**config.mk**
```make
export PLATFORM = sky130hd
export DESIGN_NAME = ps2_scancode_line_editor_core
export DESIGN_NICKNAME = d
export VERILOG_FILES = /design/src/ps2le_pkg.sv /design/src/ps2le_datapath.sv /design/src/ps2le_ctrl.sv /design/src/ps2_scancode_line_editor_core.sv
export VERILOG_INCLUDE_DIRS = /design/src /design/src/src
export SDC_FILE = /design/constraint.sdc
export NUM_CORES = 2
export LEC_CHECK = 0
export BUFFER_PORTS_ARGS = -buffer_cell sky130_fd_sc_hd__buf_4
export CAP_MARGIN = 5
export CORE_ASPECT_RATIO = 0.5
export CORE_MARGIN = 10
export CORE_UTILIZATION = 57
export DETAILED_ROUTE_END_ITERATION = 8
export PLACE_DENSITY = 0.74
export SLEW_MARGIN = 20
export SYNTH_ARGS = -nofsm -noshare
export SYNTH_HDL_FRONTEND = slang
export SYNTH_SLANG_ARGS = --single-unit
export TNS_END_PERCENT = 50
```
**constraint.sdc**
```tcl
create_clock -name clk -period 10.1 [get_ports clk]
set_input_delay 2.02 -clock clk [delete_from_list [all_inputs] [get_ports clk]]
set_output_delay 2.02 -clock clk [all_outputs]
set_load 0.01 [all_outputs]
```
**src/ps2_scancode_line_editor_core_assert.svh**
```systemverilog
// Assertion macros for the PS/2 and UART line editor.
// Included by the RTL files that carry concurrent checks; no other dependencies.
`ifndef PS2_SCANCODE_LINE_EDITOR_CORE_ASSERT_SVH
`define PS2_SCANCODE_LINE_EDITOR_CORE_ASSERT_SVH

// Check that a condition implies another in the same cycle.
`define PS2LE_ASSERT_IMPL(label, clk, rst_n, ante, cons, msg) \
	label: assert property (@(posedge clk) disable iff (!rst_n) (ante) |-> (cons)) \
		else $error(msg);

// Check that a condition implies another in the next cycle.
`define PS2LE_ASSERT_NEXT(label, clk, rst_n, ante, cons, msg) \
	label: assert property (@(posedge clk) disable iff (!rst_n) (ante) |=> (cons)) \
		else $error(msg);

`endif

```
**src/ps2le_pkg.sv**
```systemverilog
// Shared types and constants for the PS/2 and UART line editor.
// No dependencies; imported by the datapath, the controller and the top level.
package ps2le_pkg;

	// Input actions
	localparam logic [1:0] ACT_UART  = 2'd0;
	localparam logic [1:0] ACT_PS2   = 2'd1;
	localparam logic [1:0] ACT_TABLE = 2'd2;

	// Result kinds
	localparam logic [1:0] KIND_ECHO  = 2'd0;
	localparam logic [1:0] KIND_CHAR  = 2'd1;
	localparam logic [1:0] KIND_END   = 2'd2;
	localparam logic [1:0] KIND_ABORT = 2'd3;

	// Output byte source select
	localparam logic [1:0] OSEL_CONST = 2'd0;
	localparam logic [1:0] OSEL_CHAR  = 2'd1;
	localparam logic [1:0] OSEL_STORE = 2'd2;
	localparam logic [1:0] OSEL_LEN   = 2'd3;

	// Scancodes
	localparam logic [7:0] SC_RELEASE = 8'hF0;
	localparam logic [7:0] SC_LSHIFT  = 8'h12;
	localparam logic [7:0] SC_RSHIFT  = 8'h59;

	// Characters
	localparam logic [7:0] CH_NUL   = 8'd0;
	localparam logic [7:0] CH_ETX   = 8'd3;
	localparam logic [7:0] CH_BS    = 8'd8;
	localparam logic [7:0] CH_LF    = 8'd10;
	localparam logic [7:0] CH_CR    = 8'd13;
	localparam logic [7:0] CH_ESC   = 8'd27;
	localparam logic [7:0] CH_SPACE = 8'd32;
	localparam logic [7:0] CH_C     = 8'd67;
	localparam logic [7:0] CH_CARET = 8'd94;
	localparam logic [7:0] CH_TILDE = 8'd126;
	localparam logic [7:0] CH_DEL   = 8'd127;

	// Key table geometry: two planes of 256 codes
	localparam int TBL_AW    = 9;
	localparam int TBL_DEPTH = 512;

	// Configuration port
	localparam int CFG_W  = 6;
	localparam int APB_AW = 3;
	localparam int APB_DW = 32;
	localparam logic [0:0] REG_BUFFER_SIZE = 1'b0;

	typedef struct packed {
		logic [1:0] action;
		logic [7:0] data_byte;
		logic       table_plane;
		logic [6:0] table_value;
	} in_item_t;

	typedef struct packed {
		logic [1:0] kind;
		logic [7:0] out_byte;
		logic       last;
	} out_item_t;

	typedef struct packed {
		logic       load_item;
		logic       tbl_read;
		logic       tbl_write;
		logic       clr_step;
		logic       set_release;
		logic       clr_release;
		logic       set_shift;
		logic       clr_shift;
		logic       store_write;
		logic       len_inc;
		logic       len_dec;
		logic       len_clr;
		logic       idx_clr;
		logic       idx_adv;
		logic       emit;
		logic [1:0] out_kind;
		logic [1:0] out_sel;
		logic       out_last;
		logic [7:0] out_const;
	} cmd_t;

	typedef struct packed {
		logic       clear_done;
		logic [1:0] action;
		logic       sc_release;
		logic       sc_shift;
		logic       release_pending;
		logic       is_abort;
		logic       is_enter;
		logic       is_bs;
		logic       is_print;
		logic       room;
		logic       len_zero;
		logic       idx_at_len;
		logic       load_ok;
	} status_t;

endpackage

```
**src/ps2le_datapath.sv**
```systemverilog
// Datapath of the line editor: item register, key table, line store, counters,
// scancode state and the result register. Depends on ps2le_pkg and the assert header.
`include "ps2_scancode_line_editor_core_assert.svh"

module ps2le_datapath #(
	parameter int BUF_MAX = 32
) (
	input  logic                       clk,
	input  logic                       arst_n,
	input  ps2le_pkg::in_item_t        item,
	input  logic [ps2le_pkg::CFG_W-1:0] buffer_size,
	input  ps2le_pkg::cmd_t            cmd,
	output ps2le_pkg::status_t         status,
	input  logic                       result_stall,
	output logic                       result_valid,
	output ps2le_pkg::out_item_t       result
);
	import ps2le_pkg::*;

	localparam int LW = $clog2(BUF_MAX);

	in_item_t            item_q;
	logic [6:0]          key_table [TBL_DEPTH];
	logic [6:0]          tbl_rd_q;
	logic [6:0]          line_store [BUF_MAX];
	logic [6:0]          store_rd_q;
	logic [LW-1:0]       len_q;
	logic [LW-1:0]       idx_q;
	logic [LW-1:0]       idx_d;
	logic [TBL_AW-1:0]   clr_cnt_q;
	logic                clear_done_q;
	logic                release_q;
	logic                shift_q;
	logic                out_valid_q;
	out_item_t           out_q;
	logic [7:0]          cur_char;
	logic [6:0]          limit;
	logic                tbl_we;
	logic [TBL_AW-1:0]   tbl_wa;
	logic [6:0]          tbl_wd;
	logic [7:0]          out_byte_d;

	// Hold the accepted item
	always_ff @(posedge clk) begin
		if (cmd.load_item) begin
			item_q <= item;
		end
	end

	// Sweep the key table to zero after reset
	always_ff @(posedge clk or negedge arst_n) begin
		if (!arst_n) begin
			clr_cnt_q    <= '0;
			clear_done_q <= 1'b0;
		end else if (cmd.clr_step) begin
			clr_cnt_q <= clr_cnt_q + 1'b1;
			if (clr_cnt_q == TBL_AW'(TBL_DEPTH - 1)) begin
				clear_done_q <= 1'b1;
			end
		end
	end

	// Key table: one write port shared by the sweep and table writes
	always_comb begin
		tbl_we = cmd.clr_step | cmd.tbl_write;
		if (cmd.clr_step) begin
			tbl_wa = clr_cnt_q;
			tbl_wd = '0;
		end else begin
			tbl_wa = {item_q.table_plane, item_q.data_byte};
			tbl_wd = item_q.table_value;
		end
	end

	always_ff @(posedge clk) begin
		if (tbl_we) begin
			key_table[tbl_wa] <= tbl_wd;
		end
		if (cmd.tbl_read) begin
			tbl_rd_q <= key_table[{shift_q, item_q.data_byte}];
		end
	end

	// Track release prefix and shift
	always_ff @(posedge clk or negedge arst_n) begin
		if (!arst_n) begin
			release_q <= 1'b0;
			shift_q   <= 1'b0;
		end else begin
			if (cmd.set_release) begin
				release_q <= 1'b1;
			end else if (cmd.clr_release) begin
				release_q <= 1'b0;
			end
			if (cmd.set_shift) begin
				shift_q <= 1'b1;
			end else if (cmd.clr_shift) begin
				shift_q <= 1'b0;
			end
		end
	end

	// Select the character under edit
	assign cur_char = (item_q.action == ACT_UART) ? item_q.data_byte : {1'b0, tbl_rd_q};

	// Clamp the buffer size to 1..BUF_MAX
	always_comb begin
		if (buffer_size == '0) begin
			limit = 7'd1;
		end else if (7'(buffer_size) > 7'(BUF_MAX)) begin
			limit = 7'(BUF_MAX);
		end else begin
			limit = 7'(buffer_size);
		end
	end

	// Line length
	always_ff @(posedge clk or negedge arst_n) begin
		if (!arst_n) begin
			len_q <= '0;
		end else if (cmd.len_clr) begin
			len_q <= '0;
		end else if (cmd.len_inc) begin
			len_q <= len_q + 1'b1;
		end else if (cmd.len_dec) begin
			len_q <= len_q - 1'b1;
		end
	end

	// Emission index; the store reads at the next index so data lines up
	always_comb begin
		if (cmd.idx_clr) begin
			idx_d = '0;
		end else if (cmd.idx_adv) begin
			idx_d = idx_q + 1'b1;
		end else begin
			idx_d = idx_q;
		end
	end

	always_ff @(posedge clk or negedge arst_n) begin
		if (!arst_n) begin
			idx_q <= '0;
		end else begin
			idx_q <= idx_d;
		end
	end

	// Line store
	always_ff @(posedge clk) begin
		if (cmd.store_write) begin
			line_store[len_q] <= cur_char[6:0];
		end
		store_rd_q <= line_store[idx_d];
	end

	// Result register
	always_comb begin
		case (cmd.out_sel)
			OSEL_CONST: out_byte_d = cmd.out_const;
			OSEL_CHAR:  out_byte_d = cur_char;
			OSEL_STORE: out_byte_d = {1'b0, store_rd_q};
			OSEL_LEN:   out_byte_d = 8'(len_q);
		endcase
	end

	always_ff @(posedge clk or negedge arst_n) begin
		if (!arst_n) begin
			out_valid_q <= 1'b0;
		end else if (cmd.emit) begin
			out_valid_q <= 1'b1;
		end else if (!result_stall) begin
			out_valid_q <= 1'b0;
		end
	end

	always_ff @(posedge clk) begin
		if (cmd.emit) begin
			out_q.kind     <= cmd.out_kind;
			out_q.out_byte <= out_byte_d;
			out_q.last     <= cmd.out_last;
		end
	end

	assign result_valid = out_valid_q;
	assign result       = out_q;

	// Status toward the controller
	always_comb begin
		status.clear_done      = clear_done_q;
		status.action          = item_q.action;
		status.sc_release      = (item_q.data_byte == SC_RELEASE);
		status.sc_shift        = (item_q.data_byte == SC_LSHIFT) ||
		                         (item_q.data_byte == SC_RSHIFT);
		status.release_pending = release_q;
		status.is_abort        = (cur_char == CH_ETX) || (cur_char == CH_ESC);
		status.is_enter        = (cur_char == CH_LF) || (cur_char == CH_CR);
		status.is_bs           = (cur_char == CH_BS) || (cur_char == CH_DEL);
		status.is_print        = (cur_char >= CH_SPACE) && (cur_char <= CH_TILDE);
		status.room            = ((7'(len_q) + 7'd1) < limit);
		status.len_zero        = (len_q == '0);
		status.idx_at_len      = (idx_q == len_q);
		status.load_ok         = !out_valid_q || !result_stall;
	end

	`PS2LE_ASSERT_IMPL(a_emit_slot, clk, arst_n, cmd.emit, (!out_valid_q || !result_stall), "result overwritten while stalled")
	`PS2LE_ASSERT_IMPL(a_idx_bound, clk, arst_n, cmd.idx_adv, (idx_q != len_q), "line emission ran past length")
	`PS2LE_ASSERT_IMPL(a_store_room, clk, arst_n, cmd.store_write, ((7'(len_q) + 7'd1) < limit), "character stored without room")
	`PS2LE_ASSERT_NEXT(a_len_clear, clk, arst_n, cmd.len_clr, (len_q == '0), "line length not cleared")

endmodule

```
**src/ps2le_ctrl.sv**
```systemverilog
// Controller state machine of the line editor: sequences decode, edit and result steps.
// Depends on ps2le_pkg; drives the datapath through cmd_t and reads status_t.
module ps2le_ctrl (
	input  logic               clk,
	input  logic               arst_n,
	input  logic               item_valid,
	output logic               item_stall,
	input  ps2le_pkg::status_t status,
	output ps2le_pkg::cmd_t    cmd
);
	import ps2le_pkg::*;

	localparam logic [3:0] S_CLEAR  = 4'd0;
	localparam logic [3:0] S_IDLE   = 4'd1;
	localparam logic [3:0] S_DECODE = 4'd2;
	localparam logic [3:0] S_CHAR   = 4'd3;
	localparam logic [3:0] S_AB0    = 4'd4;
	localparam logic [3:0] S_AB1    = 4'd5;
	localparam logic [3:0] S_AB2    = 4'd6;
	localparam logic [3:0] S_AB3    = 4'd7;
	localparam logic [3:0] S_BS0    = 4'd8;
	localparam logic [3:0] S_BS1    = 4'd9;
	localparam logic [3:0] S_BS2    = 4'd10;
	localparam logic [3:0] S_NL     = 4'd11;
	localparam logic [3:0] S_LINE   = 4'd12;
	localparam logic [3:0] S_ECHO   = 4'd13;

	logic [3:0] state_q;
	logic [3:0] state_d;

	always_ff @(posedge clk or negedge arst_n) begin
		if (!arst_n) begin
			state_q <= S_CLEAR;
		end else begin
			state_q <= state_d;
		end
	end

	assign item_stall = (state_q != S_IDLE);

	// Set up the command that emits one echo byte; callers use it when the result register is free
	function automatic cmd_t echo(input cmd_t base, input logic [7:0] ch, input logic lst);
		cmd_t c;
		c           = base;
		c.emit      = 1'b1;
		c.out_kind  = KIND_ECHO;
		c.out_sel   = OSEL_CONST;
		c.out_const = ch;
		c.out_last  = lst;
		return c;
	endfunction

	always_comb begin
		cmd     = '0;
		state_d = state_q;
		unique case (state_q)
			S_CLEAR: begin
				if (status.clear_done) begin
					state_d = S_IDLE;
				end else begin
					cmd.clr_step = 1'b1;
				end
			end
			S_IDLE: begin
				if (item_valid) begin
					cmd.load_item = 1'b1;
					state_d       = S_DECODE;
				end
			end
			S_DECODE: begin
				state_d = S_IDLE;
				unique case (status.action)
					ACT_UART: state_d = S_CHAR;
					ACT_PS2: begin
						if (status.sc_release) begin
							cmd.set_release = 1'b1;
						end else if (status.release_pending) begin
							cmd.clr_release = 1'b1;
							cmd.clr_shift   = status.sc_shift;
						end else if (status.sc_shift) begin
							cmd.set_shift = 1'b1;
						end else begin
							cmd.tbl_read = 1'b1;
							state_d      = S_CHAR;
						end
					end
					ACT_TABLE: cmd.tbl_write = 1'b1;
					default: state_d = S_IDLE;
				endcase
			end
			S_CHAR: begin
				state_d = S_IDLE;
				if (status.is_abort) begin
					cmd.len_clr = 1'b1;
					state_d     = S_AB0;
				end else if (status.is_enter) begin
					cmd.idx_clr = 1'b1;
					state_d     = S_NL;
				end else if (status.is_bs) begin
					if (!status.len_zero) begin
						cmd.len_dec = 1'b1;
						state_d     = S_BS0;
					end
				end else if (status.is_print) begin
					if (status.room) begin
						cmd.store_write = 1'b1;
						cmd.len_inc     = 1'b1;
						state_d         = S_ECHO;
					end
				end
			end
			S_AB0: if (status.load_ok) begin
				cmd     = echo(cmd, CH_CARET, 1'b0);
				state_d = S_AB1;
			end
			S_AB1: if (status.load_ok) begin
				cmd     = echo(cmd, CH_C, 1'b0);
				state_d = S_AB2;
			end
			S_AB2: if (status.load_ok) begin
				cmd     = echo(cmd, CH_LF, 1'b0);
				state_d = S_AB3;
			end
			S_AB3: if (status.load_ok) begin
				cmd          = echo(cmd, CH_NUL, 1'b1);
				cmd.out_kind = KIND_ABORT;
				state_d      = S_IDLE;
			end
			S_BS0: if (status.load_ok) begin
				cmd     = echo(cmd, CH_BS, 1'b0);
				state_d = S_BS1;
			end
			S_BS1: if (status.load_ok) begin
				cmd     = echo(cmd, CH_SPACE, 1'b0);
				state_d = S_BS2;
			end
			S_BS2: if (status.load_ok) begin
				cmd     = echo(cmd, CH_BS, 1'b1);
				state_d = S_IDLE;
			end
			S_NL: if (status.load_ok) begin
				cmd     = echo(cmd, CH_LF, 1'b0);
				state_d = S_LINE;
			end
			// Drain stored characters, then the line end with its length
			S_LINE: if (status.load_ok) begin
				cmd.emit = 1'b1;
				if (status.idx_at_len) begin
					cmd.out_kind = KIND_END;
					cmd.out_sel  = OSEL_LEN;
					cmd.out_last = 1'b1;
					cmd.len_clr  = 1'b1;
					state_d      = S_IDLE;
				end else begin
					cmd.out_kind = KIND_CHAR;
					cmd.out_sel  = OSEL_STORE;
					cmd.idx_adv  = 1'b1;
				end
			end
			S_ECHO: if (status.load_ok) begin
				cmd         = echo(cmd, CH_NUL, 1'b1);
				cmd.out_sel = OSEL_CHAR;
				state_d     = S_IDLE;
			end
			default: state_d = S_IDLE;
		endcase
	end

endmodule

```
**src/ps2_scancode_line_editor_core.sv**
```systemverilog
// Line editor for UART characters and PS/2 Set 2 scancodes; top level with the APB port.
// Depends on ps2le_pkg, ps2le_ctrl and ps2le_datapath.
// Sequence: an item is taken in idle, decoded in S_DECODE and classified in S_CHAR;
// its first result is then registered by an emit state. A prefix or shift code goes
// back to idle after decode, an ignored character after S_CHAR; results leave one per
// cycle unless stalled. Reset sweeps the 512-entry key table to zero, item_stall high.
module ps2_scancode_line_editor_core #(
	parameter int BUF_MAX = 32
) (
	input  logic                             clk,
	input  logic                             arst_n,
	input  logic                             item_valid,
	output logic                             item_stall,
	input  ps2le_pkg::in_item_t              item,
	output logic                             result_valid,
	input  logic                             result_stall,
	output ps2le_pkg::out_item_t             result,
	input  logic                             psel,
	input  logic                             penable,
	input  logic                             pwrite,
	input  logic [ps2le_pkg::APB_AW-1:0]     paddr,
	input  logic [ps2le_pkg::APB_DW-1:0]     pwdata,
	output logic [ps2le_pkg::APB_DW-1:0]     prdata,
	output logic                             pready
);
	import ps2le_pkg::*;

	logic [CFG_W-1:0] buffer_size_q;
	logic             reg_hit;
	cmd_t             cmd;
	status_t          status;

	// Configuration register, decoded by word index
	assign reg_hit = (paddr[APB_AW-1:2] == REG_BUFFER_SIZE);
	assign pready  = 1'b1;

	always_ff @(posedge clk or negedge arst_n) begin
		if (!arst_n) begin
			buffer_size_q <= CFG_W'(32);
		end else if (psel && penable && pwrite && reg_hit) begin
			buffer_size_q <= pwdata[CFG_W-1:0];
		end
	end

	assign prdata = reg_hit ? APB_DW'(buffer_size_q) : '0;

	ps2le_ctrl u_ctrl (
		.clk        (clk),
		.arst_n     (arst_n),
		.item_valid (item_valid),
		.item_stall (item_stall),
		.status     (status),
		.cmd        (cmd)
	);

	ps2le_datapath #(
		.BUF_MAX (BUF_MAX)
	) u_datapath (
		.clk          (clk),
		.arst_n       (arst_n),
		.item         (item),
		.buffer_size  (buffer_size_q),
		.cmd          (cmd),
		.status       (status),
		.result_stall (result_stall),
		.result_valid (result_valid),
		.result       (result)
	);

endmodule
```
Yosys cells after proc, flatten, opt, wreduce, memory -nomap -nowiden
Memory sizes are Yosys's and may differ from the RTL's. A register that Yosys moved wholly into a read port is not among the register bits.
Index checks and enable logic that the tools add are counted.
{ "totals": {"regBits": 62, "mem_bits_rw": 3808, "in_bits": 60, "wordCells": 184, "memories": 2} }
{ "memory_table": {"columns": ["memory", "words", "width", "read_ports", "rd_clocked_by_memory_dff", "wr", "line_no", "rtl"], "rows": [
  ["u_datapath.key_table", 512, 7, 1, 1, 1, "ps2le_datapath.sv:23", "logic [6:0] key_table [TBL_DEPTH];"],
  ["u_datapath.line_store", 32, 7, 1, 1, 1, "ps2le_datapath.sv:25", "logic [6:0] line_store [BUF_MAX];"]
]} }
{ "op_classes": {"n_addsub": 5, "n_lt_le_gt_ge": 4, "eq_ne": 42, "n_mux": 90, "bitwise": 2, "reduce_logical": 23} }
{ "ops": {"columns": ["op", "count"], "rows": [
  ["$mux W14", 8],
  ["$mux W4", 20],
  ["$pmux W8 S8", 1],
  ["$pmux W7 S9", 1],
  ["$pmux W4 S12", 1],
  ["$pmux W4 S9", 1],
  ["$pmux W8 S4", 1],
  ["$mux W1", 30],
  ["$pmux W1 S9", 3],
  ["$pmux W3 S9", 1],
  ["$mux W5", 5],
  ["$eq A4 B4 Y1 const B", 6],
  ["$eq A8 B4 Y1 const B", 3],
  ["$mux W7", 3],
  ["$ne A2 B2 Y1 const B", 9],
  ["$pmux W2 S9", 1],
  ["$eq A4 B3 Y1 const B", 4],
  ["$eq A8 B5 Y1 const B", 2],
  ["$eq A8 B7 Y1 const B", 2],
  ["$mux W6", 2],
  ["$reduce_and A11 Y1", 1],
  ["$add A5 B1 Y5 const B", 2],
  ["$mux W2", 5],
  ["$pmux W1 S10", 1],
  ["other kinds (35)", 53]
]} }

Longest topological paths before layout
{ "logic_depth": {"word_depth": 13, "depth_mapped": 17} }

Hierarchy
Synthesis repeated with hierarchy kept, for this count alone.
{ "unflattened": {"cells_unflattened": 7309, "hier_area_um2": 152204.7} }
{ "modules_own_cells": {"columns": ["module", "n_inst", "cells_per_inst", "area_each_um2", "seq_area_each_um2"], "rows": [
  ["ps2le_datapath", 1, 7165, 150988.6, 116146.4],
  ["ps2le_ctrl", 1, 96, 710.7, 100.1],
  ["ps2_scancode_line_editor_core", 1, 48, 505.5, 151.4]
]} }

Worst setup path after synthesis
OpenSTA, ideal clock, no wires.
{ "synth_path": {"path_kind": "register -> register", "from": "reg u_ctrl.state_q[3]", "to": "mem u_datapath.key_table[0][0] (data pin)", "setup_ns": 1.539, "arrival_ns": 7.960, "required_time_ns": 8.561, "setup_slack_ns": 0.601, "path_stages_with_launch": 7, "synth_period_minus_slack_ns": 9.499, "path_cell_list": "dfrtp_1 clkbuf_1 nor2_1 nand3b_1 clkbuf_1 clkbuf_1 and2_1"} }
{ "synth_between": {"elab_chain_cells": 4} }
{ "synth_lines": {"columns": ["item", "line_no", "rtl"], "rows": [
  ["start, declared", "ps2le_ctrl.sv:28", "logic [3:0] state_q;"],
  ["start signal, assigned", "ps2le_ctrl.sv:35", "state_q <= state_d;"],
  ["$eq A4 B3 Y1 or $eq A4 B4 Y1 (tied branches)", "ps2le_ctrl.sv:56", "unique case (state_q)"],
  ["$reduce_or A2 Y1 (no source line)", null, null],
  ["$pmux W1 S9 (*)", "ps2le_ctrl.sv:56", null],
  ["$mux W7 (*)", "ps2le_datapath.sv:66", "if (cmd.clr_step) begin"],
  ["named net u_datapath.tbl_wd[0]", "ps2le_datapath.sv:40", "logic [6:0] tbl_wd;"],
  ["end, declared", "ps2le_datapath.sv:23", null]
]} }
The timed path passes the listed nets; every way through them passes the cells marked *.

Worst setup path after layout
{ "layout_path": {"from": "reg u_datapath.item_q[8] (netlist bit)", "to": "reg u_datapath.tbl_rd_q[3] (read register of u_datapath.key_table) (data pin)"} }
{ "layout_between": {"elab_chain_cells": 7} }
{ "layout_lines": {"columns": ["item", "line_no", "rtl"], "rows": [
  ["start, declared", "ps2le_datapath.sv:22", "in_item_t item_q;"],
  ["start signal, assigned", "ps2le_datapath.sv:46", "item_q <= item;"],
  ["$eq A8 B5 Y1 or $eq A8 B7 Y1 (tied branches)", "ps2le_datapath.sv:193, ps2le_datapath.sv:194", null],
  ["$logic_or A1 B1 Y1", "ps2le_datapath.sv:193", "status.sc_shift = (item_q.data_byte == SC_LSHIFT) ||"],
  ["$mux W1", "ps2le_ctrl.sv:80", "end else if (status.sc_shift) begin"],
  ["$mux W1", "ps2le_ctrl.sv:77", "end else if (status.release_pending) begin"],
  ["$mux W1", "ps2le_ctrl.sv:75", "if (status.sc_release) begin"],
  ["$mux W1", "ps2le_ctrl.sv:72", "unique case (status.action)"],
  ["$pmux W2 S9", "ps2le_ctrl.sv:56", null],
  ["end, declared", "ps2le_datapath.sv:24", "logic [6:0] tbl_rd_q;"]
]} }
Parallel ways exist; a longest one is shown, timed or not.
A chain may end at the register's enable or synchronous reset.

==> impl_metrics.env <==
export IMPL_data_required_time_of_the_worst_path_ns=10.71
export IMPL_ctsResizeCount=0
export IMPL_synth_simple_area_share=0.0277
export IMPL_clock_tree_htree_level_count=5
export IMPL_synthesized_area_per_cell_sq_um=21.7
export IMPL_clk_root_buffer_cell="sky130_fd_sc_hd__clkbuf_16"
export IMPL_path_clk_slew_ns=0.07
export IMPL_overall_global_routing_resource_usage=0.254
export IMPL_numPortBuffers=50
export IMPL_tightest_slew_ns=1.21
export IMPL_relative_area_change_from_synthesis_to_final_layout_pct=9.73
export IMPL_dieHeight_microns=385
export IMPL_n_fill_cell=16851
export IMPL_synth_mux_area_frac=0.170
export IMPL_path_class="reg -> reg"
export IMPL_synth_flop_cell="sky130_fd_sc_hd__edfxtp_1"
export IMPL_synthMostInstantiatedCell="sky130_fd_sc_hd__edfxtp_1"
export IMPL_fin_tns_setup_ns=0
export IMPL_max_ir_drop_vdd_v=0.000159
export IMPL_rd_place_congestion=0.851
export IMPL_routed_via_count=73964
export IMPL_routed_vias_inst=6.82
export IMPL_cts_repair_timing_setup_buffer_count=0
export IMPL_max_cap_violations=0
export IMPL_fin_worst_skew_ns=0.0529
export IMPL_complex_gate_fraction_of_the_synthesized_area=0.0180
export IMPL_cts_tree="built"
export IMPL_synth_adder_area_share=0.00137
export IMPL_floorplan_die_width_microns=750
export IMPL_postSynth_asyncResetShare=0.00850
export IMPL_power_per_cell_area_nw_per_um2=218
export IMPL_cts_root_to_sink_buffers=4
export IMPL_timing_hold_worst_class="reg -> reg"
export IMPL_critical_path_arrival_ns=6.36
export IMPL_synth_area_leader_cell="sky130_fd_sc_hd__edfxtp_1"
export IMPL_number_of_i_o_pins=106
export IMPL_grt_met2_usage=0.382
export IMPL_routed_wirelength_microns=369000
export IMPL_ys_warnings_count=0
export IMPL_numClockSinks=3884
export IMPL_hpwlAfterDp_microns=213000
export IMPL_hold_depth=1
export IMPL_cts_hold_fix_buffers=0
export IMPL_critical_path_max_fanout=28
export IMPL_clkLatencyLatePin_ns=0.90
export IMPL_grt_use_met1=0.369
export IMPL_ys_seq_area_frac=0.767
export IMPL_clock_period_minus_final_worst_setup_slack_ns=5.75
export IMPL_drt_iter0_drc=11513
export IMPL_yosys_top_cells_count="sky130_fd_sc_hd__edfxtp_1 (3,844), sky130_fd_sc_hd__mux4_2 (1,103), sky130_fd_sc_hd__nor2_1 (599), sky130_fd_sc_hd__clkbuf_1 (195), sky130_fd_sc_hd__nand2_1 (188)"
export IMPL_wire_length_of_the_first_global_routing_pass_microns=531000
export IMPL_synth_enable_flop_cells=3844
export IMPL_final_core_utilization=0.631
export IMPL_final_hold_violating_endpoints=0
export IMPL_overflow=0
export IMPL_setup_viol=0
export IMPL_drtAntennaViolNets=0
export IMPL_synthXorXnorAreaFrac=0.00156
export IMPL_unrepaired_setup_endpoints_after_global_routing="no"
export IMPL_via_count_of_the_first_global_routing_pass=72612
export IMPL_max_slew_margin=0.195
export IMPL_synthCells=6976
export IMPL_nature_of_the_critical_path_endpoint="register"
export IMPL_postSynthRegisterBits=3884
export IMPL_final_net_count=7148
export IMPL_final_period_util=0.569
export IMPL_grt_antenna_before_repair=13
export IMPL_detail_route_wl_per_cell_microns=34.1
export IMPL_mappedNetlistArea_sq_um=152000
export IMPL_ff2ff_path_depth=13
export IMPL_timing_max_transition_violations_final=0
export IMPL_synth_top_area_share=0.761
export IMPL_leakage_uw=0.0510
export IMPL_first_pass_iteration_count_of_the_detailed_router=8
export IMPL_cts_inserted_buffers=332
export IMPL_placeableCoreArea_sq_um=264000
export IMPL_die_area_sq_um=288000
export IMPL_dominant_combinational_cell_family_by_area_after_synthesis="multiplexers"
export IMPL_post_route_cells_drive_above_1_share=0.248
export IMPL_worstSetupStartpointType="register"
export IMPL_max_clock_freq_mhz=174
export IMPL_grt_start_max_net_pins=214
export IMPL_run_status="finished, final reports clean"
export IMPL_number_of_rows_in_the_core_area=133
export IMPL_grt_busiest_layer="met2"
export IMPL_use_met3=0.0706
export IMPL_remaining_drc_errors=0
export IMPL_synthTopCellsByArea="sky130_fd_sc_hd__edfxtp_1 (76%), sky130_fd_sc_hd__mux4_2 (16%), sky130_fd_sc_hd__nor2_1 (1.5%), sky130_fd_sc_hd__dfrtp_1 (0.53%), sky130_fd_sc_hd__clkbuf_1 (0.48%)"
export IMPL_starting_density=0.575
export IMPL_synth_cell_types=84
[sequential cells by signal, summed over array words and instances, names as in the netlist, 5 cells and up]
name	cells
u_datapath.key_table	3584
u_datapath.store_rd_q	7
u_datapath.line_store	224
u_datapath.clr_cnt_q	9
u_datapath.tbl_rd_q	7
u_datapath.len_q	5
u_datapath.item_q	16
u_datapath.idx_q	5
u_datapath.result	11
buffer_size_q	6
[cells by family (layout without fill, tap and decap cells)]
kind of cell	after synthesis	in the layout
mux	1192	1192
buf+inv	479	807
flops	3884	3884
xor+xnor	27	27
simple gates	986	986
other cells	2	32
fa+ha+maj	16	16
compound gates	390	390
[area by class of cell]
| type | count | area (sq um) | area share |
|---|---|---|---|
| Clock inverter | 168 | 1370 | 0.00821 |
| Timing Repair Buffer | 191 | 1830 | 0.0110 |
| Clock buffer | 423 | 8860 | 0.0532 |
| Antenna cell | 5 | 12.5 | 0.0000752 |
| Sequential cell | 3884 | 116000 | 0.699 |
| Inverter | 25 | 96.3 | 0.000579 |
| Multi-Input combinational cell | 2638 | 33500 | 0.201 |
| Tap cell | 3510 | 4390 | 0.0264 |
[placed cells by master, fill, tap and decap left out, types with 57 or more instances in the layout]
cell type / count
sky130_fd_sc_hd__a21oi_1: 72
sky130_fd_sc_hd__clkinv_2: 57
sky130_fd_sc_hd__nand2_1: 172
sky130_fd_sc_hd__clkbuf_1: 80
sky130_fd_sc_hd__clkinv_1: 72
sky130_fd_sc_hd__edfxtp_1: 3844
sky130_fd_sc_hd__mux2i_1: 67
sky130_fd_sc_hd__clkbuf_16: 341
sky130_fd_sc_hd__buf_4: 160
sky130_fd_sc_hd__mux4_2: 1103
sky130_fd_sc_hd__nor2_1: 596
[path summary, 6_finish.rpt]
check,startpoint,end,slack [ns]
hold reg to reg,u_datapath.release_q,u_datapath.shift_q,0.48
min in group asynchronous,arst_n,buffer_size_q[1],1.14
setup reg to reg,u_datapath.item_q[8],u_datapath.tbl_rd_q[3],4.35
setup / recovery,u_datapath.item_q[8],u_datapath.tbl_rd_q[3],4.35
hold / removal,u_datapath.release_q,u_datapath.shift_q,0.48
max in group asynchronous,arst_n,u_datapath.result_valid,8.55
[routing by layer]
| layer | vias up | routed length (microns) |
|---|---|---|
| li1 | 29285 | - |
| met1 | 39170 | 138000 |
| met2 | 4819 | 171000 |
| met3 | 684 | 48500 |
| met4 | 6 | 12100 |
| met5 | - | 42 |
[power breakdown]
group | internal (uW) | total [uW] | switching [uW]
clock | 6730 | 12400 | 5690
sequential | 18800 | 19000 | 181
combinational | 1540 | 4820 | 3280
total | 27100 | 36200 | 9150
[metrics by stage]
| stage | power (uW) | setup slack [ns] | hold slack, ns | cell area, sq um | std cells |
|---|---|---|---|---|---|
| after floorplan | 22600 | 0.601 | 0.433 | 152000 | 7001 |
| after global placement | 23900 | 3.73 | 0.456 | 156000 | 10241 |
| after detailed placement | 24100 | 4.48 | 0.472 | 156000 | 10243 |
| after CTS | 36200 | 4.52 | 0.470 | 166000 | 10834 |
| after global routing | 37100 | 4.23 | 0.501 | 166000 | 10839 |
| final | 36200 | 4.35 | 0.477 | 166000 | 10844 |
[worst max-delay path: stages (launching register included)]
cell and delay (ns):
sky130_fd_sc_hd__edfxtp_1 0.63, sky130_fd_sc_hd__buf_8 0.22, sky130_fd_sc_hd__buf_16 0.19, sky130_fd_sc_hd__buf_4 0.44, sky130_fd_sc_hd__buf_4 0.53, sky130_fd_sc_hd__buf_4 0.60, sky130_fd_sc_hd__mux4_2 0.59, sky130_fd_sc_hd__a22o_1 0.29
sky130_fd_sc_hd__a221oi_1 0.23, sky130_fd_sc_hd__nor3_1 0.08, sky130_fd_sc_hd__o41ai_1 0.90, sky130_fd_sc_hd__o21ai_0 0.37, sky130_fd_sc_hd__o211ai_1 0.25, sky130_fd_sc_hd__o21ai_0 0.11
Power figures use the tool's default switching activity.
